File: src/sv/onewire_rom_search_macros.svh
// Assertion macros for the 1-Wire ROM search engine.
`ifndef ONEWIRE_ROM_SEARCH_MACROS_SVH
`define ONEWIRE_ROM_SEARCH_MACROS_SVH

// Checked on every rising clk edge outside reset.
`define OROM_ASSERT(label, prop, msg) \
    label: assert property (@(posedge clk) disable iff (!rst_n) (prop)) else $error(msg);

// Implication whose consequent is checked in the cycle after the antecedent.
`define OROM_ASSERT_NEXT(label, ante, cons, msg) \
    label: assert property (@(posedge clk) disable iff (!rst_n) (ante) |=> (cons)) \
        else $error(msg);

`endif

File: src/sv/orom_pkg.sv
// Types and constants shared by the 1-Wire ROM search engine.
package orom_pkg;

    localparam int RomBits = 64;
    localparam logic [6:0] FirstPassMark = 7'd65;
    localparam logic [6:0] RomBitsPos = 7'd64;

    typedef enum logic [1:0] {
        FUNC_START = 2'd0,
        FUNC_PASS  = 2'd1,
        FUNC_BITS  = 2'd2,
        FUNC_NONE  = 2'd3
    } func_t;

    typedef enum logic [2:0] {
        ST_DIR         = 3'd0,
        ST_PASS        = 3'd1,
        ST_NO_PRESENCE = 3'd2,
        ST_CONFLICT    = 3'd3,
        ST_FINISHED    = 3'd4
    } status_t;

    typedef struct packed {
        status_t              status;
        logic                 direction_bit;
        logic                 rom_ready;
        logic [RomBits-1:0]   rom_code;
        logic                 last_device;
        logic [3:0]           device_index;
    } result_t;

    // Engine state view for checks in the top level.
    typedef struct packed {
        logic       active;
        logic [6:0] bit_position;
        logic [6:0] last_discrepancy;
    } state_view_t;

endpackage

File: src/sv/orom_engine.sv
// Search state registers and the per-item direction decision.
module orom_engine #(
    parameter int MAX_DEVICES = 16
) (
    input  logic                 clk,
    input  logic                 rst_n,
    input  logic                 fire,
    input  orom_pkg::func_t      func,
    input  logic                 presence,
    input  logic                 bit_true,
    input  logic                 bit_complement,
    output logic                 has_result,
    output orom_pkg::result_t    result,
    output orom_pkg::state_view_t state_view
);
    import orom_pkg::*;

    localparam int CountBits = $clog2(MAX_DEVICES + 1);
    localparam int CountW = (CountBits > 4) ? CountBits : 4;

    logic [6:0]         last_disc_reg, last_disc_next;
    logic [6:0]         new_disc_reg, new_disc_next;
    logic [6:0]         bit_pos_reg, bit_pos_next;
    logic [RomBits-1:0] prev_rom_reg, prev_rom_next;
    logic [RomBits-1:0] cur_rom_reg, cur_rom_next;
    logic [CountW-1:0]  found_reg, found_next;
    logic               active_reg, active_next;

    logic [6:0] pos;
    logic [5:0] idx;
    logic       dir;

    assign idx = bit_pos_reg[5:0];
    assign pos = bit_pos_reg + 7'd1;

    always_comb
    begin
        last_disc_next = last_disc_reg;
        new_disc_next  = new_disc_reg;
        bit_pos_next   = bit_pos_reg;
        prev_rom_next  = prev_rom_reg;
        cur_rom_next   = cur_rom_reg;
        found_next     = found_reg;
        active_next    = active_reg;
        has_result     = 1'b0;
        result         = '0;
        result.status  = ST_FINISHED;
        dir            = 1'b0;

        unique case (func)
            FUNC_START:
            begin
                last_disc_next = FirstPassMark;
                new_disc_next  = '0;
                bit_pos_next   = RomBitsPos;
                prev_rom_next  = '0;
                cur_rom_next   = '0;
                found_next     = '0;
                active_next    = 1'b1;
            end
            FUNC_PASS:
            begin
                has_result = 1'b1;
                if (!active_reg)
                begin
                    result.status = ST_FINISHED;
                end
                else if (last_disc_reg == 7'd0 || found_reg >= CountW'(MAX_DEVICES))
                begin
                    active_next   = 1'b0;
                    bit_pos_next  = RomBitsPos;
                    result.status = ST_FINISHED;
                end
                else if (!presence)
                begin
                    active_next   = 1'b0;
                    bit_pos_next  = RomBitsPos;
                    result.status = ST_NO_PRESENCE;
                end
                else
                begin
                    bit_pos_next  = '0;
                    cur_rom_next  = '0;
                    new_disc_next = '0;
                    result.status = ST_PASS;
                end
            end
            FUNC_BITS:
            begin
                has_result = 1'b1;
                if (!active_reg || bit_pos_reg >= RomBitsPos)
                begin
                    result.status = ST_FINISHED;
                end
                else if (bit_true && bit_complement)
                begin
                    active_next   = 1'b0;
                    bit_pos_next  = RomBitsPos;
                    result.status = ST_CONFLICT;
                end
                else
                begin
                    // both zero: devices disagree here, a fork
                    if (!bit_true && !bit_complement)
                    begin
                        if (pos < last_disc_reg)
                        begin
                            dir = prev_rom_reg[idx];
                            if (!dir)
                            begin
                                new_disc_next = pos;
                            end
                        end
                        else if (pos == last_disc_reg)
                        begin
                            dir = 1'b1;
                        end
                        else
                        begin
                            dir = 1'b0;
                            new_disc_next = pos;
                        end
                    end
                    else
                    begin
                        dir = bit_true;
                    end
                    if (dir)
                    begin
                        cur_rom_next[idx] = 1'b1;
                    end
                    bit_pos_next         = pos;
                    result.status        = ST_DIR;
                    result.direction_bit = dir;
                    if (pos == RomBitsPos)
                    begin
                        prev_rom_next       = cur_rom_next;
                        last_disc_next      = new_disc_next;
                        found_next          = found_reg + CountW'(1);
                        result.rom_ready    = 1'b1;
                        result.rom_code     = cur_rom_next;
                        result.last_device  = (new_disc_next == 7'd0);
                        result.device_index = found_reg[3:0];
                    end
                end
            end
            FUNC_NONE:
            begin
                has_result = 1'b0;
            end
            default:
            begin
                has_result = 1'b0;
            end
        endcase
    end

    always_ff @(posedge clk or negedge rst_n)
    begin
        if (!rst_n)
        begin
            last_disc_reg <= FirstPassMark;
            new_disc_reg  <= '0;
            bit_pos_reg   <= '0;
            prev_rom_reg  <= '0;
            cur_rom_reg   <= '0;
            found_reg     <= '0;
            active_reg    <= 1'b0;
        end
        else if (fire)
        begin
            last_disc_reg <= last_disc_next;
            new_disc_reg  <= new_disc_next;
            bit_pos_reg   <= bit_pos_next;
            prev_rom_reg  <= prev_rom_next;
            cur_rom_reg   <= cur_rom_next;
            found_reg     <= found_next;
            active_reg    <= active_next;
        end
    end

    assign state_view.active           = active_reg;
    assign state_view.bit_position     = bit_pos_reg;
    assign state_view.last_discrepancy = last_disc_reg;

endmodule

File: src/sv/onewire_rom_search.sv
// An accepted item waits in the input register until it advances into the result register, which drives m_tvalid.
// Throughput: one item per cycle while m_tready holds no result back; the input register
// and the result register run in a single pass through the decision logic of orom_engine.
// Start and unused selector items make no result but still take one slot.
// Reset (rst_n low, asynchronous): both stages empty, search idle, last fork 65.
module onewire_rom_search #(
    parameter int MAX_DEVICES = 16
) (
    input  logic        clk,
    input  logic        rst_n,
    input  logic        s_tvalid,
    output logic        s_tready,
    input  logic [7:0]  s_tdata,   // presence, bit_true, bit_complement, zero pad
    input  logic [1:0]  s_tuser,   // func
    output logic        m_tvalid,
    input  logic        m_tready,
    output logic [71:0] m_tdata,   // direction_bit, rom_code[63:0], device_index[3:0], pad
    output logic [3:0]  m_tuser,   // status[2:0], rom_ready
    output logic        m_tlast    // last_device
);
    import orom_pkg::*;

    // input register stage
    logic    in_valid_reg;
    func_t   in_func_reg;
    logic    in_presence_reg;
    logic    in_true_reg;
    logic    in_compl_reg;

    // result register stage
    logic    out_valid_reg;
    result_t out_result_reg;

    logic        advance;
    logic        has_result;
    result_t     result;
    state_view_t state_view;

    // terms for the checks at the end
    logic        rom_out;
    logic        state_ok;
    logic        start_taken;

    // Items that make no result never wait on the output side.
    assign advance  = in_valid_reg && (!has_result || !out_valid_reg || m_tready);
    assign s_tready = !in_valid_reg || advance;

    always_ff @(posedge clk or negedge rst_n)
    begin
        if (!rst_n)
        begin
            in_valid_reg <= 1'b0;
        end
        else if (s_tready)
        begin
            in_valid_reg <= s_tvalid;
        end
    end

    always_ff @(posedge clk)
    begin
        if (s_tready && s_tvalid)
        begin
            in_func_reg     <= func_t'(s_tuser);
            in_presence_reg <= s_tdata[0];
            in_true_reg     <= s_tdata[1];
            in_compl_reg    <= s_tdata[2];
        end
    end

    orom_engine #(
        .MAX_DEVICES(MAX_DEVICES)
    ) u_engine (
        .clk           (clk),
        .rst_n         (rst_n),
        .fire          (advance),
        .func          (in_func_reg),
        .presence      (in_presence_reg),
        .bit_true      (in_true_reg),
        .bit_complement(in_compl_reg),
        .has_result    (has_result),
        .result        (result),
        .state_view    (state_view)
    );

    always_ff @(posedge clk or negedge rst_n)
    begin
        if (!rst_n)
        begin
            out_valid_reg <= 1'b0;
        end
        else if (advance && has_result)
        begin
            out_valid_reg <= 1'b1;
        end
        else if (m_tready)
        begin
            out_valid_reg <= 1'b0;
        end
    end

    always_ff @(posedge clk)
    begin
        if (advance && has_result)
        begin
            out_result_reg <= result;
        end
    end

    assign m_tvalid = out_valid_reg;
    assign m_tdata  = {3'b000, out_result_reg.device_index, out_result_reg.rom_code,
                       out_result_reg.direction_bit};
    assign m_tuser  = {out_result_reg.rom_ready, out_result_reg.status};
    assign m_tlast  = out_result_reg.last_device;

    assign rom_out     = out_valid_reg && out_result_reg.rom_ready;
    assign state_ok    = (state_view.bit_position <= RomBitsPos) &&
                         (state_view.last_discrepancy <= FirstPassMark);
    assign start_taken = advance && (in_func_reg == FUNC_START);

    `include "onewire_rom_search_macros.svh"

    // a completed ROM only comes with a direction result
    `OROM_ASSERT(a_rom_with_dir, !rom_out || out_result_reg.status == ST_DIR, "rom without dir")
    // pass position and fork marker stay in their ranges
    `OROM_ASSERT(a_state_range, state_ok, "search state out of range")
    // a start item always leaves the search running
    `OROM_ASSERT_NEXT(a_start_active, start_taken, state_view.active, "start left search idle")

endmodule

File: config.mk
export PLATFORM = sky130hd
export DESIGN_NAME = onewire_rom_search
export DESIGN_NICKNAME = d
export VERILOG_FILES = /design/src/sv/orom_pkg.sv /design/src/sv/orom_engine.sv /design/src/sv/onewire_rom_search.sv
export VERILOG_INCLUDE_DIRS = /design/src /design/src/sv
export SDC_FILE = /design/constraint.sdc
export NUM_CORES = 1
export LEC_CHECK = 0
export BUFFER_PORTS_ARGS = -buffer_cell sky130_fd_sc_hd__buf_2
export CORE_MARGIN = 5
export CORE_UTILIZATION = 64
export DETAILED_ROUTE_END_ITERATION = 7
export PLACE_DENSITY = 0.9
export SLEW_MARGIN = 40
export SYNTH_ARGS = -nofsm -noshare
export SYNTH_HDL_FRONTEND = slang
export SYNTH_SLANG_ARGS = --single-unit
File: constraint.sdc
create_clock -name clk -period 10.9 [get_ports clk]
set_input_delay 0 -clock clk [delete_from_list [all_inputs] [get_ports clk]]
set_output_delay 0 -clock clk [all_outputs]
set_load 0.01 [all_outputs]
---- Word level (Yosys, flattened, before mapping) ----
Index checks and enable logic that the tools add are counted.
operators by class
  eq/ne operators ......................... 11
  muxes and demuxes ....................... 64
  reductions and logical operators ........ 30
  $mul .................................... 0
  bitwise logic cells ..................... 3
  $add $sub $neg .......................... 2
  $lt $le $gt $ge ......................... 5
  shift operators ......................... 0
  divide/modulo/power cells ............... 0
operators by type and width
  cell                                                                          number
  64-bit two-way mux                                                            9
  64-bit case mux with 3 select lines                                           1
  7-bit two-way mux                                                             20
  64-bit case mux with 2 select lines                                           1
  70-bit two-way mux                                                            1
  64-bit OR                                                                     1
  7-bit case mux with 3 select lines                                            2
  1-bit two-way mux                                                             16
  5-bit two-way mux                                                             3
  7-bit logical NOT                                                             2
  7-bit case mux with 2 select lines                                            1
  5-bit case mux with 2 select lines                                            1
  3-bit two-way mux                                                             3
  2-bit != test, second input constant                                          4
  4-bit AND reduction                                                           2
  7-bit by 1-bit adder with 7-bit output, second input constant                 1
  7-bit equality test                                                           1
  7-bit equality test, second input constant                                    1
  7-bit >= comparator, second input constant                                    1
  6-bit by 7-bit less-than comparator with 1-bit output, second input constant  1
  7-bit less-than comparator                                                    1
  7-bit AND reduction                                                           1
  1-bit binary-select mux with 6-bit select                                     1
  1-bit demux with 6-bit select                                                 1
  20 further kinds                                                              39
storage, ports and cells
  latch bits .............................. 0
  input bits .............................. 14
  logic and storage cells ................. 134
  memory bits (read-only) ................. 0
  memory bits (writable) .................. 0
  bits in registers ....................... 236
  memories kept ........................... 0

---- Longest topological paths before layout ----
  word-level depth ........................ 13
  gate-level depth with buffers ........... 16
  gate-level depth less buffers ........... 12

---- Hierarchy ----
A second synthesis with hierarchy kept.
second synthesis, totals
  cells, all modules ...................... 931
  area, all modules ....................... 10654.0 µm²
modules (own cells, without submodules)
  module              area an instance (µm²)  cells each  seq. area each (µm²)  instances
  orom_engine         8149.1                  838         3881.2                1
  onewire_rom_search  2504.9                  93          2422.3                1

---- Least setup slack after synthesis ----
OpenSTA, ideal clock, no wires.
  kind .................................... reg2reg
  start ................................... register in_func_reg[0]
  end ..................................... register out_result_reg (netlist bit m_tdata[0]) (enable)
  data arrival time ....................... 4.228 ns
  data required time ...................... 10.393 ns
  buffers on the path ..................... 1
  setup time .............................. 0.507 ns
  setup slack ............................. 6.165 ns
  clock period less this slack ............ 4.735 ns
  stages on the path, launching flop included .. 7
  path through ............................ edfxtp_1 -> inv_1 -> ha_1 -> clkbuf_1 -> inv_1 -> o31ai_1 -> nor2_1
on the way
  cells in the longest elaborated chain, start to end .. 8
  elaborated cells between the ends (all ways) .. 9
  those cells by class .................... eq/ne (2); mux (1); reduce/logical (6)
ends and longest elaborated chain
  what                                                                                          RTL line                   source
  from (decl)                                                                                   onewire_rom_search.sv:25   func_t in_func_reg;
  from (signal assigned)                                                                        onewire_rom_search.sv:64   in_func_reg <= func_t'(s_tuser);
  2-bit by 1-bit equality test with 1-bit output / 2-bit equality test (equally long branches)  orom_engine.sv:50          unique case (func)
  2-bit OR reduction (no line) *                                                                n/a
  1-bit two-way mux *                                                                           orom_engine.sv:50
  1-bit logical NOT                                                                             onewire_rom_search.sv:45   assign advance = in_valid_reg && (!has_result || !out_valid_reg || m_tready);
  1-bit logical OR (2 in a row)                                                                 onewire_rom_search.sv:45
  1-bit logical AND                                                                             onewire_rom_search.sv:45
  1-bit logical AND *                                                                           onewire_rom_search.sv:104  if (advance && has_result)
  to (signal assigned)                                                                          onewire_rom_search.sv:106  out_result_reg <= result;
  to (decl)                                                                                     onewire_rom_search.sv:32   result_t out_result_reg;
Mark *: on every way between the ends. The rest lies on a longest branch, timed or not.
A chain may end at the register's enable or synchronous reset.

---- Worst setup path in the final report ----
  start ................................... register u_engine.bit_pos_reg[0]
  end ..................................... register out_result_reg (netlist bit m_tdata[49]), data pin
on the way
  cells in the longest elaborated chain, start to end .. 9
  elaborated cells between the ends (all ways) .. 23
  those cells by class .................... add/sub (1); order compare (4); eq/ne (2); mux (11); bitwise (2); reduce/logical (3)
ends and longest elaborated chain
  what                                                                                            RTL line            source
  from (decl)                                                                                     orom_engine.sv:23   logic [6:0] bit_pos_reg, bit_pos_next;
  from (signal assigned)                                                                          orom_engine.sv:174  bit_pos_reg <= bit_pos_next;
  parallel branches: the longest is 9 deep, another holds 7-bit by 1-bit adder with 7-bit output  n/a
Parallel ways; which one is timed is not known. The select of a mux whose other input is x is not followed.

==> qor.csv <==
metric,value,unit
peakVddDrop,0.125,mV
dr_wl_met2,12.5,mm
synth_simple_gate_area_share,13.9,%
synth_xor_area_share,0.553,%
worstPathMaxFanout,42,
finalSetupViolations,0,
io_pins,93,
syn-cell-area,10400,um2
synth_top_area_share,37.3,%
drt_first_pass_iters,6,
critPathLaunchType,register,
wl_met1,10.5,mm
critPathKind,register to register,
drtAntennaViolNets,0,
clockBufferDepth,3,
portBuffers,84,
required,11.13,ns
yosys_register_bits,236,
grt_pass1_vias,8159,
rsz0062_at_grt,no,
status,finished clean,
cts.sinks,236,
grt_pass1_wl,43.8,mm
cts_tree,yes,
die_area,18900,um2
tightest_slew,0.828,ns
yosys-mux-area-fraction,2.26,%
row_count,46,
cts_buffers,23,
wire_per_inst,22.2,um
synth_cells,961,
finalClockSkew,0.0219,ns
drv_slew,0,
num_antenna_cells,0,
grt-ovfl-total,0,
synth_ff_type,dfrtp_1,
fin_setup_tns,0,ns
cellLeakagePower,4.89,nW
routed.top_layer,met4,
arrival,4.69,ns
clock_latency,0.52,ns
place_area,11000,um2
final_cells,1261,
synth_edf_count,79,
layout-drive-gt1-share,17.1,%
htree_levels,1,
synth_top_area_cell,dfrtp_1,
yosys.cell_types.count,65,
synth-compound-area-share,16.8,%
wl_met3,3.44,mm
num_vias,8460,
cts_root_buf,clkbuf_16,
dp.cells,1207,
hp-class,primary input to register,
die_w,138,um
clk_pin_slew,0.07,ns
synth_top_family_by_area,compound AO/OA/AOI/OAI gates,
power_density,174,nW/um2
grt_max_degree,111,
synthAdderAreaFrac,1.44,%
ys_warn_count,0,
endpoint_kind,register,
gp_congestion,0.932,
hold_viol,0,
core_area,15900,um2
netlist_top_cells_area,"dfrtp_1 (37%), edfxtp_1 (23%), nand2_1 (4.8%)",
avgViaCountPerCell,6.71,
drv_cap,0,
layout_commonest_cell,dfrtp_1,
drc,0,
fin_area,12000,um2
die_h,138,um
period_share,40.9,%
area_delta_synth_final,15.0,%
slew_headroom,44.4,%
mostFrequentLayoutCells,"dfrtp_1 (155), nand2_1 (133), nor2_1 (83), buf_2 (83), edfxtp_1 (79)",
dp_hpwl,16.9,mm
async_flop_share,66.5,%
start_util,65.3,%
max_freq,224,MHz
initialDrtViolationCount,1285,
largest_reg_flops,69,
syn_avg_cell_area,10.8,um2
drt-total-wl,28.0,mm
fin_crit,4.46,ns
finalPower,2.08,mW
post_cts_buffers,0,
antenna_found_initial,0,
nNetsFinal,1054,
track_usage,30.1,%
post_cts_resized,0,
ys_seq_area_share,60.6,%
==> routing by layer <==
layer	GRT usage, %	up-vias
met2	44.2	644
met5	0	-
met4	16.1	0
met1	41.2	4066
met3	8.51	149
li1	-	3601
==> what timing repair did <==
item / in CTS / in global routing
endpoints found under the setup margin: 0 / 0
hold endpoints to repair: 119 / 29
hold buffers: 9 / 1
==> stage by stage <==
stage / utilization [%] / hold WS (ns) / setup slack (ns)
6_report: 75.0 / 0.206 / 6.44
5_1_grt: 75.0 / 0.215 / 6.19
4_1_cts: 74.6 / 0.182 / 6.22
3_5_place_dp: 68.8 / 0.117 / 6.31
3_3_place_gp: 68.3 / 0.179 / 6.47
2_1_floorplan: - / -0.296 / 6.16
==> critical path: stages (launching register included) <==
cell	delay [ns]
dfrtp_1	0.32
buf_4	0.41
and3_1	0.65
xnor2_1	0.32
inv_1	0.10
ha_1	0.20
a21oi_1	0.23
a221oi_1	0.13
nor3_1	0.32
a211oi_1	0.12
a311o_2	0.51
buf_4	0.33
a31oi_1	0.41
nor2_1	0.09
==> Yosys cell counts (all sizes together), types with 2 or more instances <==
cell type,number
dfrtp,155
nand2,133
nor2,88
o21ai,85
edfxtp,79
a31oi,75
clkbuf,39
a22o,36
buf,33
nand3,31
inv,29
nor3,17
and2,16
ha,12
o22ai,11
a21oi,10
mux2i,10
nand2b,7
and3,6
mux2,6
nor2b,6
a21o,5
a221oi,5
a32o,5
o2bb2ai,5
and3b,4
a211oi,3
mux4,3
nor3b,3
o211ai,3
o31ai,3
or2,3
xnor2,3
a22oi,2
a311oi,2
dfstp,2
nand4b,2
nor4,2
nor4b,2
o311ai,2
==> worst paths after layout <==
| path | from | endpoint | slack [ns] | cells past startpoint |
|---|---|---|---|---|
| max | u_engine.bit_pos_reg[0]$_DFFE_PN0P_ | m_tdata[49]$_SDFFCE_PP0P_ | 6.44 | 13 |
| min reg2reg | u_engine.prev_rom_reg[7]$_DFFE_PN0P_ | u_engine.prev_rom_reg[7]$_DFFE_PN0P_ | 0.47 | 2 |
| min | s_tuser[1] | in_func_reg[1]$_DFFE_PP_ | 0.21 | 2 |
| min in group asynchronous | rst_n | u_engine.found_reg[2]$_DFFE_PN0P_ | 0.48 | 3 |
| max in group asynchronous | rst_n | u_engine.prev_rom_reg[47]$_DFFE_PN0P_ | 9.08 | 5 |
| max reg2reg | u_engine.bit_pos_reg[0]$_DFFE_PN0P_ | m_tdata[49]$_SDFFCE_PP0P_ | 6.44 | 13 |
==> cell type report <==
class	count	area (um2)
Fill cell	1055	3980
Inverter	29	109
Clock buffer	24	579
Sequential cell	236	6300
Clock inverter	18	251
Timing Repair Buffer	112	713
Multi-Input combinational cell	626	3730
Tap cell	216	270
==> power by group <==
group	leakage, nW	internal [mW]	total [mW]	switching (mW)
logic	1.61	0.0710	0.231	0.160
registers	2.87	0.959	0.977	0.0177
clock network	0.409	0.531	0.873	0.342
total	4.89	1.56	2.08	0.519
==> kinds of logic (layout without fill, tap and decap cells) <==
| group | after synthesis | after routing |
|---|---|---|
| simple gates | 323 | 323 |
| compound gates | 264 | 264 |
| flops | 236 | 236 |
| buf+inv | 101 | 183 |
| mux | 19 | 19 |
| fa+ha+maj | 12 | 12 |
| xor+xnor | 5 | 5 |
| other cells | 1 | 3 |
Power figures use the tool's default switching activity.
